===== src/rtl/tccc_pkg.sv =====
`timescale 1ns / 1ps
// ----------------------------------------------------------------------------
// tccc_pkg: shared definitions for the timed cooling cycle controller
// Field widths, register indexes, process and reason codes, result record.
// ----------------------------------------------------------------------------
package tccc_pkg;

    // width of the internal time base; the input time is taken modulo 2^TIME_BITS
    localparam int TIME_BITS = 32;

    // fixed field widths
    localparam int NOW_W     = 32;
    localparam int TEMP_W    = 12;
    localparam int WATER_W   = 7;
    localparam int SEC_W     = 16;
    localparam int CFG_W     = 16;
    localparam int CFG_IDX_W = 3;
    localparam int PROC_W    = 3;
    localparam int RSN_W     = 2;

    localparam int MS_PER_S  = 1000;
    // seconds times 1000 fits in SEC_W + 10 bits
    localparam int DUR_W     = SEC_W + 10;
    localparam int CMP_W     = (TIME_BITS > DUR_W) ? TIME_BITS : DUR_W;

    typedef logic [TIME_BITS-1:0] time_t;
    typedef logic [DUR_W-1:0]     dur_t;

    // configuration register indexes
    localparam logic [CFG_IDX_W-1:0] CFG_TEMP_LIMIT = 3'd0;
    localparam logic [CFG_IDX_W-1:0] CFG_WATER_MIN  = 3'd1;
    localparam logic [CFG_IDX_W-1:0] CFG_WATER_SEC  = 3'd2;
    localparam logic [CFG_IDX_W-1:0] CFG_LOCK_SEC   = 3'd3;

    // configuration reset values
    localparam logic signed [TEMP_W-1:0] TEMP_LIMIT_RST = 12'sd300;
    localparam logic [WATER_W-1:0]       WATER_MIN_RST  = 7'd20;
    localparam logic [SEC_W-1:0]         WATER_SEC_RST  = 16'd60;
    localparam logic [SEC_W-1:0]         LOCK_SEC_RST   = 16'd300;

    // process codes
    localparam logic [PROC_W-1:0] P_IDLE   = 3'd0;
    localparam logic [PROC_W-1:0] P_MANUAL = 3'd1;
    localparam logic [PROC_W-1:0] P_MAINT  = 3'd2;
    localparam logic [PROC_W-1:0] P_COOL   = 3'd3;
    localparam logic [PROC_W-1:0] P_LOCK   = 3'd4;

    // reason codes
    localparam logic [RSN_W-1:0] R_IDLE   = 2'd0;
    localparam logic [RSN_W-1:0] R_HOT    = 2'd1;
    localparam logic [RSN_W-1:0] R_CYCLE  = 2'd1;
    localparam logic [RSN_W-1:0] R_LOWW   = 2'd2;
    localparam logic [RSN_W-1:0] R_FMAINT = 2'd2;
    localparam logic [RSN_W-1:0] R_MAINT  = 2'd3;

    typedef struct packed {
        logic [PROC_W-1:0] process;
        logic              fan_on;
        logic              pump_on;
        logic              valve_on;
        logic [RSN_W-1:0]  fan_reason;
        logic [RSN_W-1:0]  pump_reason;
        logic [RSN_W-1:0]  valve_reason;
        logic              beep;
        logic              clear_manual;
        logic [NOW_W-1:0]  lockout_until_ms;
    } res_t;

    // seconds to milliseconds, a constant multiply
    function automatic dur_t sec_to_ms(input logic [SEC_W-1:0] sec);
        return DUR_W'(sec) * DUR_W'(MS_PER_S);
    endfunction

endpackage


===== src/rtl/timed_cooling_cycle_controller.sv =====
`timescale 1ns / 1ps
// ----------------------------------------------------------------------------
// timed_cooling_cycle_controller
// Fan, pump and valve relay control with a timed cooling run and lockout.
// ----------------------------------------------------------------------------
//  channel  | handshake               | payload
//  ---------+-------------------------+--------------------------------------
//  in       | in_valid / in_stall     | now_ms, temperature_now, water_now,
//           |                         | manual_mode, maintenance
//  out      | out_valid / out_stall   | process, relay bits, reasons, beep,
//           |                         | clear_manual, lockout_until_ms
//  cfg      | cfg_wr_en               | cfg_index, cfg_data
//
//  one transaction per cycle sustained while out_stall is low; a result is
//  registered in the input register, then in the result register
//  controller state is updated as the input register moves into the result
//  register, one compare/subtract deep
//  reset clears the control state and loads the default register values
//  out_stall holds the result register and backs up to in_stall
// ----------------------------------------------------------------------------
module timed_cooling_cycle_controller (
    input  logic                                 clk,
    input  logic                                 rst_n,
    // configuration
    input  logic                                 cfg_wr_en,
    input  logic [tccc_pkg::CFG_IDX_W-1:0]       cfg_index,
    input  logic [tccc_pkg::CFG_W-1:0]           cfg_data,
    // input channel
    input  logic                                 in_valid,
    output logic                                 in_stall,
    input  logic [tccc_pkg::NOW_W-1:0]           now_ms,
    input  logic signed [tccc_pkg::TEMP_W-1:0]   temperature_now,
    input  logic [tccc_pkg::WATER_W-1:0]         water_now,
    input  logic                                 manual_mode,
    input  logic                                 maintenance,
    // output channel
    output logic                                 out_valid,
    input  logic                                 out_stall,
    output logic [tccc_pkg::PROC_W-1:0]          process,
    output logic                                 fan_on,
    output logic                                 pump_on,
    output logic                                 valve_on,
    output logic [tccc_pkg::RSN_W-1:0]           fan_reason,
    output logic [tccc_pkg::RSN_W-1:0]           pump_reason,
    output logic [tccc_pkg::RSN_W-1:0]           valve_reason,
    output logic                                 beep,
    output logic                                 clear_manual,
    output logic [tccc_pkg::NOW_W-1:0]           lockout_until_ms
);
    import tccc_pkg::*;

    // configuration registers
    logic signed [TEMP_W-1:0] temp_limit_reg;
    logic [WATER_W-1:0]       water_min_reg;
    dur_t                     water_ms_reg;
    dur_t                     lock_ms_reg;

    // input register
    logic                     s1_valid_reg;
    time_t                    now_reg;
    logic signed [TEMP_W-1:0] temp_reg;
    logic [WATER_W-1:0]       water_reg;
    logic                     manual_reg;
    logic                     maint_reg;

    // controller state
    logic                     prev_manual_reg,   prev_manual_next;
    logic                     cooling_reg,       cooling_next;
    logic                     locked_reg,        locked_next;
    time_t                    cool_start_reg,    cool_start_next;
    time_t                    lock_start_reg,    lock_start_next;
    time_t                    lock_end_reg,      lock_end_next;
    logic                     fan_rel_reg,       fan_rel_next;
    logic                     pump_rel_reg,      pump_rel_next;
    logic                     valve_rel_reg,     valve_rel_next;
    logic [PROC_W-1:0]        proc_reg,          proc_next;
    logic [RSN_W-1:0]         fan_rsn_reg,       fan_rsn_next;
    logic [RSN_W-1:0]         pump_rsn_reg,      pump_rsn_next;
    logic [RSN_W-1:0]         valve_rsn_reg,     valve_rsn_next;
    logic                     beep_next;
    logic                     clr_next;

    // result register
    logic                     out_valid_reg;
    res_t                     res_reg;
    res_t                     res_next;

    logic                     out_ready;
    logic                     s1_fire;
    logic                     in_fire;
    logic                     hot;
    logic                     lock_done;
    logic                     cool_done;
    time_t                    lock_elapsed;
    time_t                    cool_elapsed;

    assign out_ready = !out_valid_reg || !out_stall;
    assign s1_fire   = s1_valid_reg && out_ready;
    assign in_stall  = s1_valid_reg && !out_ready;
    assign in_fire   = in_valid && !in_stall;

    // configuration writes, durations kept in milliseconds
    always_ff @(posedge clk or negedge rst_n)
    begin
        if (!rst_n)
        begin
            temp_limit_reg <= TEMP_LIMIT_RST;
            water_min_reg  <= WATER_MIN_RST;
            water_ms_reg   <= sec_to_ms(WATER_SEC_RST);
            lock_ms_reg    <= sec_to_ms(LOCK_SEC_RST);
        end
        else if (cfg_wr_en)
        begin
            unique case (cfg_index)
                CFG_TEMP_LIMIT: temp_limit_reg <= $signed(cfg_data[TEMP_W-1:0]);
                CFG_WATER_MIN:  water_min_reg  <= cfg_data[WATER_W-1:0];
                CFG_WATER_SEC:  water_ms_reg   <= sec_to_ms(cfg_data[SEC_W-1:0]);
                CFG_LOCK_SEC:   lock_ms_reg    <= sec_to_ms(cfg_data[SEC_W-1:0]);
                default:        ;
            endcase
        end
    end

    // input register
    always_ff @(posedge clk or negedge rst_n)
    begin
        if (!rst_n)
        begin
            s1_valid_reg <= 1'b0;
        end
        else if (in_fire)
        begin
            s1_valid_reg <= 1'b1;
        end
        else if (s1_fire)
        begin
            s1_valid_reg <= 1'b0;
        end
    end

    always_ff @(posedge clk)
    begin
        if (in_fire)
        begin
            now_reg    <= TIME_BITS'(now_ms);
            temp_reg   <= temperature_now;
            water_reg  <= water_now;
            manual_reg <= manual_mode;
            maint_reg  <= maintenance;
        end
    end

    // one evaluation step
    assign hot          = temp_reg >= temp_limit_reg;
    assign lock_elapsed = now_reg - lock_start_reg;
    assign lock_done    = CMP_W'(lock_elapsed) >= CMP_W'(lock_ms_reg);
    // a run that starts in this step has its start at now, so nothing elapsed
    assign cool_elapsed = cooling_reg ? (now_reg - cool_start_reg) : '0;
    assign cool_done    = CMP_W'(cool_elapsed) >= CMP_W'(water_ms_reg);

    always_comb
    begin
        prev_manual_next = manual_reg;
        cooling_next     = cooling_reg;
        locked_next      = locked_reg;
        cool_start_next  = cool_start_reg;
        lock_start_next  = lock_start_reg;
        lock_end_next    = lock_end_reg;
        fan_rel_next     = fan_rel_reg;
        pump_rel_next    = pump_rel_reg;
        valve_rel_next   = valve_rel_reg;
        proc_next        = proc_reg;
        fan_rsn_next     = fan_rsn_reg;
        pump_rsn_next    = pump_rsn_reg;
        valve_rsn_next   = valve_rsn_reg;
        beep_next        = 1'b0;
        clr_next         = 1'b0;

        // leaving manual: all relays off
        if (prev_manual_reg && !manual_reg)
        begin
            fan_rel_next   = 1'b0;
            pump_rel_next  = 1'b0;
            valve_rel_next = 1'b0;
            fan_rsn_next   = R_IDLE;
            pump_rsn_next  = R_IDLE;
            valve_rsn_next = R_IDLE;
            clr_next       = 1'b1;
            proc_next      = P_IDLE;
        end

        if (manual_reg)
        begin
            proc_next = P_MANUAL;
        end
        else if (maint_reg)
        begin
            proc_next      = P_MAINT;
            fan_rel_next   = 1'b0;
            pump_rel_next  = 1'b0;
            valve_rel_next = 1'b0;
            fan_rsn_next   = R_FMAINT;
            pump_rsn_next  = R_MAINT;
            valve_rsn_next = R_MAINT;
        end
        else
        begin
            fan_rel_next = hot;
            fan_rsn_next = hot ? R_HOT : R_IDLE;

            if (locked_reg)
            begin
                if (lock_done)
                begin
                    locked_next = 1'b0;
                    proc_next   = P_IDLE;
                end
            end
            else
            begin
                if (!cooling_reg && hot && (water_reg > water_min_reg))
                begin
                    cooling_next    = 1'b1;
                    cool_start_next = now_reg;
                    proc_next       = P_COOL;
                    beep_next       = 1'b1;
                    pump_rel_next   = 1'b1;
                    pump_rsn_next   = R_CYCLE;
                    valve_rel_next  = 1'b1;
                    valve_rsn_next  = R_CYCLE;
                end

                // cool_elapsed sees a run that started in this same step
                if (cooling_next && cool_done)
                begin
                    valve_rel_next  = 1'b0;
                    valve_rsn_next  = R_IDLE;
                    pump_rel_next   = 1'b0;
                    pump_rsn_next   = R_IDLE;
                    cooling_next    = 1'b0;
                    locked_next     = 1'b1;
                    lock_start_next = now_reg;
                    lock_end_next   = now_reg + TIME_BITS'(lock_ms_reg);
                    proc_next       = P_LOCK;
                end

                if (water_reg <= water_min_reg)
                begin
                    pump_rel_next  = 1'b0;
                    pump_rsn_next  = R_LOWW;
                    valve_rel_next = 1'b0;
                    valve_rsn_next = R_LOWW;
                end
            end
        end
    end

    always_comb
    begin
        res_next.process          = proc_next;
        res_next.fan_on           = fan_rel_next;
        res_next.pump_on          = pump_rel_next;
        res_next.valve_on         = valve_rel_next;
        res_next.fan_reason       = fan_rsn_next;
        res_next.pump_reason      = pump_rsn_next;
        res_next.valve_reason     = valve_rsn_next;
        res_next.beep             = beep_next;
        res_next.clear_manual     = clr_next;
        res_next.lockout_until_ms = NOW_W'(lock_end_next);
    end

    // controller state
    always_ff @(posedge clk or negedge rst_n)
    begin
        if (!rst_n)
        begin
            prev_manual_reg <= 1'b0;
            cooling_reg     <= 1'b0;
            locked_reg      <= 1'b0;
            cool_start_reg  <= '0;
            lock_start_reg  <= '0;
            lock_end_reg    <= '0;
            fan_rel_reg     <= 1'b0;
            pump_rel_reg    <= 1'b0;
            valve_rel_reg   <= 1'b0;
            proc_reg        <= P_IDLE;
            fan_rsn_reg     <= R_IDLE;
            pump_rsn_reg    <= R_IDLE;
            valve_rsn_reg   <= R_IDLE;
        end
        else if (s1_fire)
        begin
            prev_manual_reg <= prev_manual_next;
            cooling_reg     <= cooling_next;
            locked_reg      <= locked_next;
            cool_start_reg  <= cool_start_next;
            lock_start_reg  <= lock_start_next;
            lock_end_reg    <= lock_end_next;
            fan_rel_reg     <= fan_rel_next;
            pump_rel_reg    <= pump_rel_next;
            valve_rel_reg   <= valve_rel_next;
            proc_reg        <= proc_next;
            fan_rsn_reg     <= fan_rsn_next;
            pump_rsn_reg    <= pump_rsn_next;
            valve_rsn_reg   <= valve_rsn_next;
        end
    end

    // result register
    always_ff @(posedge clk or negedge rst_n)
    begin
        if (!rst_n)
        begin
            out_valid_reg <= 1'b0;
        end
        else if (s1_fire)
        begin
            out_valid_reg <= 1'b1;
        end
        else if (!out_stall)
        begin
            out_valid_reg <= 1'b0;
        end
    end

    always_ff @(posedge clk)
    begin
        if (s1_fire)
        begin
            res_reg <= res_next;
        end
    end

    assign out_valid        = out_valid_reg;
    assign process          = res_reg.process;
    assign fan_on           = res_reg.fan_on;
    assign pump_on          = res_reg.pump_on;
    assign valve_on         = res_reg.valve_on;
    assign fan_reason       = res_reg.fan_reason;
    assign pump_reason      = res_reg.pump_reason;
    assign valve_reason     = res_reg.valve_reason;
    assign beep             = res_reg.beep;
    assign clear_manual     = res_reg.clear_manual;
    assign lockout_until_ms = res_reg.lockout_until_ms;

    // a run and its lockout never overlap
    a_run_lock_excl: assert property (@(posedge clk) disable iff (!rst_n)
        !(cooling_reg && locked_reg))
        else $error("cooling run and lockout both active");

    // pump and valve always switch together
    a_pump_valve: assert property (@(posedge clk) disable iff (!rst_n)
        out_valid_reg |-> (res_reg.pump_on == res_reg.valve_on))
        else $error("pump and valve relays disagree");

    // a beep only comes with a run start or its immediate end
    a_beep_proc: assert property (@(posedge clk) disable iff (!rst_n)
        (out_valid_reg && res_reg.beep) |->
            (res_reg.process == P_COOL || res_reg.process == P_LOCK))
        else $error("beep without a cooling start");

    // high temperature reason means the fan runs
    a_fan_hot: assert property (@(posedge clk) disable iff (!rst_n)
        (out_valid_reg && res_reg.fan_reason == R_HOT) |-> res_reg.fan_on)
        else $error("fan reason hot with fan off");

    // a stalled result is not overwritten
    a_out_hold: assert property (@(posedge clk) disable iff (!rst_n)
        (out_valid_reg && out_stall) |=> $stable(res_reg))
        else $error("result changed under stall");

endmodule

===== config.mk =====
export PLATFORM = sky130hd
export DESIGN_NAME = timed_cooling_cycle_controller
export DESIGN_NICKNAME = d
export VERILOG_FILES = /design/src/rtl/tccc_pkg.sv /design/src/rtl/timed_cooling_cycle_controller.sv
export SDC_FILE = /design/constraint.sdc
export NUM_CORES = 1
export LEC_CHECK = 0
export ABC_AREA = 1
export BUFFER_PORTS_ARGS = -buffer_cell sky130_fd_sc_hd__buf_2
export CAP_MARGIN = 20
export CORE_MARGIN = 1.5
export CORE_UTILIZATION = 40
export DETAILED_ROUTE_END_ITERATION = 10
export GPL_ROUTABILITY_DRIVEN = 0
export GPL_TIMING_DRIVEN = 0
export SLEW_MARGIN = 20
export SYNTH_ARGS = -nofsm -noshare
export SYNTH_HDL_FRONTEND = slang
export SYNTH_SLANG_ARGS = --single-unit

===== constraint.sdc =====
create_clock -name clk -period 6.2 [get_ports clk]
set_input_delay 0 -clock clk [delete_from_list [all_inputs] [get_ports clk]]
set_output_delay 0 -clock clk [all_outputs]
set_load 0.005 [all_outputs]

After elaboration in Yosys (flattened, before gate mapping):

Cells that the tools add are included.

* logic and storage cells: 136
* output and inout bits: 48
* register bits: 277
* bits of input ports: 77

* multipliers: 1
* reduce and logical (&&, ||, !) cells: 25
* multiplexer cells: 61
* bitwise logic cells: 3
* equality and inequality tests: 4
* order comparisons: 5
* $add $sub $neg: 3

Operators with widths (number)
* $mux W32: 5
* $ge A32 B26 Y1: 2
* $sub A32 B32 Y32: 2
* $mux W2: 17
* $add A32 B26 Y32: 1
* $mux W1: 32
* $mul A16 B7 Y23 const B: 1
* $mux W3: 7
* $ge A12 B12 Y1: 1
* $reduce_and A5 Y1: 2
* $reduce_and A2 Y1: 4
* $gt A7 B7 Y1: 1
* $le A7 B7 Y1: 1
* $logic_and A1 B1 Y1: 7
* $eq A3 B2 Y1 const B: 2
* $logic_not A1 Y1: 6
* $reduce_and A4 Y1: 1
* $eq A3 B1 Y1 const B: 1
* $logic_not A3 Y1: 1
* $not A1 Y1: 3
* $reduce_and A3 Y1: 1
* $reduce_or A3 Y1: 1
* $ne A2 B1 Y1 const B: 1
* $reduce_bool A2 Y1: 1
* $logic_or A1 B1 Y1: 1

Depth between registers and ports, before layout:

Gate-level depths: netlist of the first run.

* depth in word-level cells: 13
* gate-level depth with buffers: 31
* gate-level depth less buffers: 30

Least setup slack after synthesis of the first run:

Ideal clock, no wire load.

* path kind: input port to flip-flop
* start point: input cfg_data[0] (netlist name)
* end point: register lock_ms_reg[21]
* library setup time: 130 ps
* cell stages on the path: 20
* setup slack: 2316 ps
* data required time: 6070 ps
* arrival: 3754 ps
* path through: fa_1 -> inv_1 -> fa_1 -> fa_1 -> inv_1 -> fa_1 -> ha_1 -> nand2_1 -> o221ai_1 -> nand2b_1 -> nand2_1 -> nand2_1 -> nand2_1 -> nand2_1 -> nand2_1 -> nand2_1 -> a21o_1 -> or2_2 -> nand3_1 -> o21ai_0

* word-level cells in the longest chain between the ends: 1

RTL lines
* from (decl): line timed_cooling_cycle_controller.sv:27 `input logic [tccc_pkg::CFG_W-1:0] cfg_data,`
* $mul A16 B7 Y23: line tccc_pkg.sv:71 `return DUR_W'(sec) * DUR_W'(MS_PER_S);`
* to (signal assigned): line timed_cooling_cycle_controller.sv:110 `lock_ms_reg <= sec_to_ms(LOCK_SEC_RST);`
* to (signal assigned): line timed_cooling_cycle_controller.sv:118 `CFG_LOCK_SEC: lock_ms_reg <= sec_to_ms(cfg_data[SEC_W-1:0]);`
* to (decl): line timed_cooling_cycle_controller.sv:56 `dur_t lock_ms_reg;`

Every way passes these cells.
A chain may end at the register's enable or synchronous reset.

Worst setup path after layout of the first run:

* start point: input cfg_data[1] (netlist name)
* end point: register lock_ms_reg[22]

Same word-level chain as after synthesis.

==> implementation parameters, run 1 <==
Parameter                              Value

Synthesis
  Synthesized instance count ... between 2k and 2.5k
  Number of synthesized flops with an enable pin ... 99
  Synth Area in Adders ... between 10% and 20%
  FFs w/ async S/R, synth ... between 60 and 70%
  Fraction of the mapped netlist area in simple logic gates ... a little over a fifth
  Combinational family with the most area after synthesis ... simple AND/OR/NAND/NOR gates
  Mean instance size in the synthesized netlist ... just over 8 sq um
  Synthesized cell area ... 19970 sq um
  Library cell with the highest instance count after synthesis ... nand2_1
  Multiplexer area fraction after synthesis ... 0%
  Total of warnings raised by yosys ... 0
  #FFs+latches synth ... around 280
  Most numerous cell types in the synthesized netlist ... nand2_1 (676), inv_1 (370), ha_1 (203)
  Top cell type's share of synthesized area ... approximately 20%
  Main synth FF type ... dfrtp_1
  Top cells by area in the synthesized netlist ... dfrtp_1 (20%), edfxtp_1 (15%), ha_1 (13%)
  Number of distinct library cell variants in the gate-level netlist after synthesis ... between 50 and 60
  Library cell occupying the most area in the post-synthesis netlist ... dfrtp_1
  Post-synthesis share of cell area spent on xor and xnor gates ... approximately 3.2%
  Synthesized netlist net count ... about 2.8k
  Sequential element share of the synthesized area ... 37.32%
  Synthesized-area fraction occupied by ao, oa, aoi and oai cells ... 11.79%

Floorplanning
  Area inside the core boundary ... between 40000 and 50000 sq um
  Num rows ... 81
  Vert. Die Dim ... 226.4 um
  DIE WIDTH ... 226.4 um
  Initial cell density of the core ... between 40% and 50%
  Die outline area ... approximately 51000 sq um
  Count of pins on the block boundary ... 125

STA
  Setup repair after global routing missed its margin ... false
  Slew Limit Fails ... 0
  Post-route clock period utilization ... approximately three quarters
  Post-layout min period ... roughly 4.7 ns
  Setup violation total in the final timing report ... 0
  Setup TNS ... 0 ns
  Hold slack final ... 0.02239 ns
  Post-route worst setup slack ... between 1.5 and 2 ns
  Maximum frequency from static timing analysis ... between 200 and 250 MHz
  Final clock skew ... 0.01620 ns
  Total count of hold-check failures in the final report ... 0
  Max transition margin ... 46.78%
  Worst Tran Pin Value ... approximately 0.79 ns

Setup path
  Largest fanout on the critical path ... 7
  Required time reported for the critical path endpoint ... 6.65 ns
  Standard cell with the maximum stage delay on the critical path ... fa_1
  Buffering stage count on the worst path with inverters included ... 4
  Element type at the critical path end ... register
  Worst path max stage delay ... between 0.5 and 0.6 ns
  Setup CP Type ... in2reg
  Startpoint types ... input port
  Top Family by Delay on Critical Path ... adder cells
  Worst path most repeated cell ... nand2_1
  Depth of the worst register-to-register path ... 23
  Logic depth of the worst setup path including buffers ... 25
  Arr. time, crit path ... 5.11 ns

Cells and area
  Post-synthesis to final-layout area growth ... 17.21%
  Diode insertion count for antenna repair ... 0
  Layout Nets ... 3048
  Final Core Density ... a little under half
  Fraction of final layout cells with drive strength greater than 1 ... around 11%

Clock tree
  Cell at the root of the clock tree ... clkbuf_16
  Maximum buffer depth of the clock tree ... 3
  Post-CTS Setup Bufs ... 0
  Number of H-tree levels ... 2
  Clock-pin slew on the worst setup and hold paths ... ~0.06 ns
  Number of sinks on the clock net ... approximately 280
  Clk_lat worst skew ... roughly 0.55 ns
  Clock buffers created by TritonCTS ... 35
  TritonCTS clock tree ... built

Pwr
  Ratio of total power to cell area ... between 400 and 500 nW/um^2
  Standby leakage power ... ~12 nW
  Worst-case vdd ir drop ... 0.2081 mV

Outcome
  Outcome ... complete, no violations

Detailed routing
  Routed wire length ... about 54000 um
  Vias per cell ... 5.017
  Wirelength per Cell ... 15.91 um
  Number of detailed-route iterations in the first pass ... 6
  Count of vias placed by the detailed router ... about 17k
  Initial detailed-routing violation count ... 1482
  DRC violation count after routing ... 0
  Antenna-violating nets left ... 0

Place
  Post-Place Setup Slack ... ~1.6 ns
  Half-perimeter wire length after detailed placement ... 43260 um
  PortBufs ... roughly 120

Global routing
  Vias in the first global route ... between 15k and 20k
  GRT Resource Usage Total ... between 20% and 30%
  Global route overflow ... 0
  Maximum number of pins on one net before global-route repair ... 71
  Antenna violations before repair ... 1
  Global-route wire length before repair ... around 86000 um

Worst hold path
  Classification of the worst-slack hold path ... in2async

Run
  MaxCap Viol Count ... 0
[layout by cell type, fill, tap and decap left out, types with 4 or more instances in the layout]
| cell type | netlist | layout |
|---|---|---|
| buf_4 | 4 | 5 |
| fa_1 | 57 | 57 |
| inv_2 | 5 | 5 |
| inv_1 | 370 | 369 |
| buf_2 | 11 | 133 |
| edfxtp_1 | 99 | 99 |
| o21ai_0 | 178 | 178 |
| ha_1 | 203 | 203 |
| a21oi_1 | 165 | 165 |
| dlygate4sd3_1 | 0 | 72 |
| clkbuf_16 | 0 | 37 |
| buf_6 | 4 | 4 |
| o211ai_1 | 6 | 6 |
| xnor2_1 | 29 | 29 |
| clkbuf_1 | 24 | 31 |
| a21o_1 | 9 | 9 |
| dfstp_2 | 21 | 21 |
| a211oi_1 | 7 | 7 |
| a22oi_1 | 4 | 4 |
| nand2_1 | 676 | 676 |
| a31oi_1 | 10 | 10 |
| nand4_1 | 18 | 18 |
| dfrtp_1 | 157 | 157 |
| nand3_1 | 87 | 87 |
| o21ai_1 | 21 | 21 |
| nor3_1 | 23 | 22 |
| inv_6 | 0 | 4 |
| or2_2 | 5 | 5 |
| nor2_1 | 125 | 125 |
| xor2_1 | 44 | 44 |
| nor4_1 | 8 | 8 |
| o21a_1 | 11 | 11 |
| and3_1 | 6 | 6 |
| a31o_2 | 4 | 4 |
| nand2_2 | 49 | 49 |
| o21bai_1 | 7 | 7 |
[tightest hold or removal path, delay by kind of cell]
family | cells | cell delay (ns)
buf+inv | 3 | 0.92
[power breakdown]
part           internal, mW  switching (mW)
logic                  2.26            3.72
registers              2.52           0.359
clock network          1.22           0.818
total                  6.00            4.90
[cells by family after synthesis]
group                    count (synthesis)
adder cells (fa/ha/maj)                260
XOR/XNOR                                73
AO/OA/AOI/OAI                          434
buffers and inverters                  420
flip-flops                             277
AND/OR/NAND/NOR                       1010
[repair_timing]
item                                   4_1_cts  5_1_grt
gates resized for setup                      0        0
hold buffers                                73        0
endpoints found under the hold margin      181        0
[stage by stage]
step / power, mW / std cells / cell area [sq um]
global placement: 8.609 / 3262 / 21420
finish: 10.90 / 3400 / 23410
CTS: 10.93 / 3400 / 23400
floorplan: 7.224 / 2474 / 19970
detailed placement: 8.788 / 3265 / 21510
global route: 11.93 / 3400 / 23410
[metal layers]
metal / track usage, % / wire length (um)
met4: 9.333 / 2350
met1: 27.32 / 23860
met3: 2.682 / 2370
met2: 36.60 / 25500
met5: 0 / 0
[final timing paths]
check                                    startpoint                             end  slack (ns)
max                                     cfg_data[1]     lock_ms_reg[22]$_DFFE_PN0P_        1.54
min                                           rst_n     lock_end_reg[4]$_DFFE_PN0P_        0.02
max reg2reg                    now_reg[0]$_DFFE_PP_  lockout_until_ms[29]$_DFFE_PP_        1.68
min reg2reg                s1_valid_reg$_DFFE_PN0P_           out_valid$_DFFE_PN0P_        0.46
max in group asynchronous                     rst_n   temp_limit_reg[8]$_DFFE_PN1P_        5.44
min in group clk                       cfg_index[1]    water_min_reg[5]$_DFFE_PN0P_        0.02
[area by class of cell]
type                       instances  area [sq um]
clock inverter                    15         148.9
timing repair buffer             200          1454
tap                              664         830.8
fill                            4780         25750
sequential                       277          7453
inverter                         377          1420
multi-input combinational       1777         10880
buffer                            43         222.7
clock buffer                      47         993.5
Note: power is estimated with default switching activity, not from simulation.
==> inputs of run 2 (changes only) <==
- ABC_AREA: 1 -> 0
- clock period: 6.2 -> 4.3 ns (I/O delays scaled with it)
==> run 2 against run 1 <==
The flow now finishes with violations (negative setup slack). Clock power grew 49%. Final cell count shrank 18%. Wire length shrank 5.3%. Setup slack lost 2.5 ns. Synthesized cell count shrank 26%.
==> implementation parameters, run 2 <==
Parameter                              Value

Worst hold path
  Classification of the worst-slack hold path ... in2reg

Setup path
  Worst path max stage delay ... roughly 0.44 ns
  Setup CP Type ... reg2reg
  Startpoint types ... register
  Standard cell with the maximum stage delay on the critical path ... edfxtp_1
  Required time reported for the critical path endpoint ... 4.58 ns
  Arr. time, crit path ... 5.55 ns
  Element type at the critical path end ... register
  Worst path most repeated cell ... buf_12
  Largest fanout on the critical path ... 5

Synthesis
  Synthesized instance count ... around 1.8k
  Main synth FF type ... dfrtp_1
  Top cell type's share of synthesized area ... ~20%
  Sequential element share of the synthesized area ... about two fifths
  Library cell with the highest instance count after synthesis ... ha_1
  Synthesized netlist net count ... ~2.2k
  Library cell occupying the most area in the post-synthesis netlist ... dfrtp_1
  Number of synthesized flops with an enable pin ... between 90 and 100
  Total of warnings raised by yosys ... 0
  Mean instance size in the synthesized netlist ... around 11 sq um
  Most numerous cell types in the synthesized netlist ... ha_1 (203), inv_1 (186), dfrtp_1 (157)
  #FFs+latches synth ... about 280
  Synthesized cell area ... approximately 19000 sq um
  Top cells by area in the synthesized netlist ... dfrtp_1 (20%), edfxtp_1 (15%), ha_1 (13%)
  FFs w/ async S/R, synth ... 64.26%
  Number of distinct library cell variants in the gate-level netlist after synthesis ... 74

Pwr
  Ratio of total power to cell area ... 692.3 nW/um^2
  Worst-case vdd ir drop ... 0.2854 mV
  Overall power of the completed layout ... ~17 mW
  Standby leakage power ... 11.18 nW

Detailed routing
  Routed wire length ... 51220 um
  Wirelength per Cell ... about 18 um
  Initial detailed-routing violation count ... ~680
  DRC violation count after routing ... 0
  Vias per cell ... 5.326
  Count of vias placed by the detailed router ... about 15k
  Antenna-violating nets left ... 0
  Number of detailed-route iterations in the first pass ... 5

STA
  Setup TNS ... -97.62 ns
  Post-layout min period ... 5.265 ns
  Post-route worst setup slack ... -0.9649 ns
  Post-route clock period utilization ... 122.4%
  Worst Tran Pin Value ... between 0.9 and 1 ns
  Final clock skew ... approximately 0.024 ns
  Total count of hold-check failures in the final report ... 0
  Max transition margin ... between 30% and 40%
  Setup repair after global routing missed its margin ... true
  Maximum frequency from static timing analysis ... roughly 190 MHz
  Hold slack final ... about 0.028 ns
  Slew Limit Fails ... 0
  Setup violation total in the final timing report ... approximately 120

Cells and area
  Diode insertion count for antenna repair ... 0
  Most common cell after layout, fill and taps aside ... ha_1
  Fraction of final layout cells with drive strength greater than 1 ... around a quarter
  Commonest non-fill, non-tap cells in the layout ... ha_1 (192), inv_1 (184), dfrtp_1 (157)
  Post-synthesis to final-layout area growth ... 26.20%
  Final Core Density ... around 50%
  Layout Nets ... roughly 2.5k
  Fin area ... 24500 sq um

Floorplanning
  DIE WIDTH ... between 200 and 250 um
  Vert. Die Dim ... around 220 um
  Count of pins on the block boundary ... about 130
  Num rows ... 80
  Area inside the core boundary ... 47850 sq um
  Initial cell density of the core ... 40.57%
  Die outline area ... 49860 sq um

Global routing
  Global route overflow ... 0
  Vias in the first global route ... ~16k
  Maximum number of pins on one net before global-route repair ... 76
  Antenna violations before repair ... 0
  GRT Resource Usage Total ... between 20% and 30%
  Global-route wire length before repair ... roughly 80000 um

Clock tree
  Clock buffers created by TritonCTS ... 36
  Clock-pin slew on the worst setup and hold paths ... approximately 0.060 ns
  Cell at the root of the clock tree ... clkbuf_16
  Number of sinks on the clock net ... 277
  Clk_lat worst skew ... around 0.55 ns
  Maximum buffer depth of the clock tree ... 3
  Number of H-tree levels ... 2
  TritonCTS clock tree ... built

Outcome
  Outcome ... finished with violations
  Violated checks ... negative setup slack

Place
  Total cell area at the placement stage ... between 20000 and 25000 sq um
  Half-perimeter wire length after detailed placement ... approximately 37000 um
  PortBufs ... 124

Run
  MaxCap Viol Count ... 0
## run 2: cell types whose count changed after synthesis, sizes merged, moves of 31 or more
cell,delta
a21o,+46
a21oi,-66
inv,-190
mux2,+136
nand2,-593
nand3,-60
nor2,-56
o21ai,-63
xnor2,+31
## run 2: what timing repair did
action | CTS | global route
hold buffers | 78 | 0
pin swaps | 40 | 11
setup buffers | 61 | 12
endpoints found under the hold margin | 199 | 0
setup endpoints to repair | 118 | 118
cloned | 4 | 1
resized for setup | 114 | 27
## run 2: worst paths after layout
| path | startpoint | to | slack [ns] | cells after the start |
|---|---|---|---|---|
| setup / recovery | now_reg[0]$_DFFE_PP_ | lockout_until_ms[24]$_DFFE_PP_ | -0.96 | 26 |
| hold / removal | cfg_index[2] | water_min_reg[0]$_DFFE_PN0P_ | 0.03 | 4 |
| setup reg to reg | now_reg[0]$_DFFE_PP_ | lockout_until_ms[24]$_DFFE_PP_ | -0.96 | 26 |
| hold reg to reg | water_ms_reg[10]$_DFFE_PN0P_ | water_ms_reg[10]$_DFFE_PN0P_ | 0.48 | 2 |
| max in group asynchronous | rst_n | lock_end_reg[25]$_DFFE_PN0P_ | 2.98 | 5 |
| min in group asynchronous | rst_n | cool_start_reg[0]$_DFFE_PN0P_ | 0.52 | 4 |
## run 2: cell type report
class / instances / area (sq um)
Buffer: 40 / 292.8
Clock inverter: 15 / 146.4
Timing Repair Buffer: 284 / 2365
Inverter: 187 / 703.2
Fill cell: 4316 / 23350
Sequential cell: 277 / 7453
Multi-Input combinational cell: 1335 / 11710
Clock buffer: 51 / 1060
Tap cell: 615 / 769.5
## run 2: stage by stage
stage / cells / setup WS, ns
after detailed placement: 2583 / -1.658
after global placement: 2579 / -1.580
after floorplan: 1840 / -0.4379
final: 2804 / -0.9649
after global routing: 2804 / -1.146
after CTS: 2791 / -0.8854
## run 2: logic make-up (layout without fill, tap and decap cells)
logic type	count (synthesis)	count (layout)	synth area share (%)
multiplexers	143	143	9.121
buffers and inverters	228	577	4.673
AO/OA/AOI/OAI	449	449	14.88
XOR/XNOR	93	93	4.196
flip-flops	277	277	38.40
AND/OR/NAND/NOR	390	390	9.765
adder cells (fa/ha/maj)	260	260	18.96
## run 2: layer usage
metal	global-route usage (%)	part of all wire [%]	vias to the layer above
met4	7.868	3.1	0
met5	0	0	-
met3	2.990	3.8	85
met1	26.39	44	7297
met2	35.89	49	331
li1	-	-	7222
## run 2: power by group
| group | internal, mW | switching, mW |
|---|---|---|
| clock network | 1.84 | 1.19 |
| logic | 4.54 | 5.14 |
| registers | 3.66 | 0.586 |
## run 2: critical path, delay by kind of cell (launching register included)
family	cells	cell delay [ns]
buffers and inverters	6	0.72
and+or+nand+nor	6	0.90
adders and majority gates	3	0.80
xor gates and xnor gates	1	0.16
AOI/OAI and AO/OA	9	1.61
DFF	1	0.44
muxes	1	0.33
==> inputs of run 3 (changes only) <==
- PLACE_DENSITY_LB_ADDON: not set -> 0.15
==> run 3 against run 2 <==
The flow still finishes with violations (negative setup slack). Sequential share of layout area barely moved. Register-to-register slack better by 0.06 ns. Sequential power is essentially flat. Critical path depth decreased by 1. First-iteration DRC count is 7.2% higher. Power down 0.70%. Die area stayed put. Fmax grew 1.2%. Critical path type unchanged. Largest cell class unchanged.
==> implementation parameters, run 3 (synthesis results as in run 2) <==
Parameter                              Value

Outcome
  Outcome ... finished with violations
  Violated checks ... negative setup slack

Global routing
  Global-route wire length before repair ... 81180 um
  Vias in the first global route ... around 15k
  Global route overflow ... 0
  GRT Resource Usage Total ... 20.77%
  Maximum number of pins on one net before global-route repair ... 93
  Antenna violations before repair ... 0

Clock tree
  Maximum buffer depth of the clock tree ... 3
  Number of H-tree levels ... 2
  Number of sinks on the clock net ... 277
  Clock-pin slew on the worst setup and hold paths ... 0.06 ns
  Clock buffers created by TritonCTS ... 35
  Clk_lat worst skew ... approximately 0.54 ns
  TritonCTS clock tree ... built
  Cell at the root of the clock tree ... clkbuf_16

Floorplanning
  DIE WIDTH ... 223.3 um
  Die outline area ... ~50000 sq um
  Vert. Die Dim ... ~220 um
  Count of pins on the block boundary ... approximately 130
  Initial cell density of the core ... between 40% and 50%
  Area inside the core boundary ... 47850 sq um
  Num rows ... 80

Setup path
  Element type at the critical path end ... register
  Required time reported for the critical path endpoint ... about 4.6 ns
  Buffering stage count on the worst path with inverters included ... 4
  Startpoint types ... register
  Worst path most repeated cell ... a21o_1
  Top Family by Delay on Critical Path ... compound AO/OA/AOI/OAI gates
  Worst path max stage delay ... 0.50 ns
  Standard cell with the maximum stage delay on the critical path ... edfxtp_1
  Largest fanout on the critical path ... 6
  Arr. time, crit path ... between 5 and 6 ns
  Setup CP Type ... reg2reg

Cells and area
  Most common cell after layout, fill and taps aside ... ha_1
  Commonest non-fill, non-tap cells in the layout ... ha_1 (187), inv_1 (184), dfrtp_1 (157)
  Area used by sequential logic in the layout ... roughly 7500 sq um
  Final Core Density ... about half
  Fraction of final layout cells with drive strength greater than 1 ... 24.18%
  Fill cells ... between 4k and 5k
  Diode insertion count for antenna repair ... 0
  Layout Nets ... ~2.5k
  Post-synthesis to final-layout area growth ... 26.17%
  Area of combinational cells with multiple inputs ... roughly 12000 sq um

Run
  MaxCap Viol Count ... 0

Pwr
  Ratio of total power to cell area ... about 700 nW/um^2
  Standby leakage power ... between 10 and 15 nW
  Worst-case vdd ir drop ... 0.3393 mV

STA
  Final clock skew ... 0.01329 ns
  Post-route worst setup slack ... -0.9034 ns
  Worst Tran Pin Value ... 1.301 ns
  Max transition margin ... a little over a tenth
  Post-layout min period ... 5.203 ns
  Total count of hold-check failures in the final report ... 0
  Setup TNS ... -86.71 ns
  Hold slack final ... ~0.048 ns
  Maximum frequency from static timing analysis ... 192.2 MHz
  Slew Limit Fails ... 0
  Setup violation total in the final timing report ... 116
  Post-route clock period utilization ... 121.0%
  Setup repair after global routing missed its margin ... true

Detailed routing
  Wirelength per Cell ... 18.36 um
  Vias per cell ... between 5 and 6
  DRC violation count after routing ... 0
  Number of detailed-route iterations in the first pass ... 5
  Antenna-violating nets left ... 0
  Count of vias placed by the detailed router ... between 10k and 15k
  Routed wire length ... just over 50000 um
  Initial detailed-routing violation count ... approximately 730

Worst hold path
  Classification of the worst-slack hold path ... in2reg

Place
  Half-perimeter wire length after detailed placement ... between 30000 and 40000 um
  PortBufs ... ~120
-- run 3: layout make-up --
class / instances / share of cell area (%)
inverter: 187 / 2.871
sequential: 277 / 30.43
multi-input combinational: 1335 / 48.75
buffer: 38 / 1.078
clock buffer: 49 / 4.005
clock inverter: 14 / 0.3167
tap: 615 / 3.142
timing repair buffer: 275 / 9.405
-- run 3: final timing paths --
kind,start,to,slack [ns],cells after the start
worst max-delay path,now_reg[10]$_DFFE_PP_,lockout_until_ms[6]$_DFFE_PP_,-0.90,25
worst min-delay path,cfg_data[0],lock_ms_reg[5]$_DFFE_PN1P_,0.05,3
worst max register to register,now_reg[10]$_DFFE_PP_,lockout_until_ms[6]$_DFFE_PP_,-0.90,25
worst min register to register,water_ms_reg[14]$_DFFE_PN1P_,water_ms_reg[14]$_DFFE_PN1P_,0.47,2
max in group asynchronous,rst_n,lock_end_reg[11]$_DFFE_PN0P_,3.39,4
min in group asynchronous,rst_n,water_ms_reg[4]$_DFFE_PN0P_,0.06,3
-- run 3: what timing repair did --
| item | CTS | global route |
|---|---|---|
| cloned | 6 | 2 |
| gates resized for setup | 131 | 73 |
| endpoints found under the setup margin | 118 | 119 |
| hold buffers | 75 | 0 |
| hold endpoints to repair | 253 | 0 |
| buffers inserted | 50 | 20 |
| pin swaps | 19 | 41 |
-- run 3: worst min-delay path, delay by kind of cell --
| family | cells | cell delay [ns] |
|---|---|---|
| mux | 1 | 0.14 |
| fa+ha+maj | 1 | 0.19 |
| buf+inv | 1 | 0.20 |
-- run 3: stage by stage --
step | cell area, sq um | setup WS (ns) | total power [mW] | std cells
6_report | 24490 | -0.9034 | 16.84 | 2790
5_1_grt | 24490 | -1.047 | 18.26 | 2790
3_3_place_gp | 20980 | -1.574 | 12.62 | 2579
4_1_cts | 24050 | -0.8425 | 16.41 | 2777
3_5_place_dp | 21090 | -1.608 | 12.80 | 2583
2_1_floorplan | 19590 | -0.4379 | 10.69 | 1840
-- run 3: routing by layer --
layer	up-vias	GRT usage, %	wire length [um]
met5	-	0	0
li1	7213	-	-
met2	291	35.18	24640
met1	7212	27.37	23290
met4	0	6.691	1446
met3	81	3.003	1846
-- run 3: power by group --
part	leakage [nW]	switching, mW	internal, mW
Clock	0.514	1.14	1.60
Sequential	3.17	0.597	3.66
Combinational	7.48	5.23	4.62
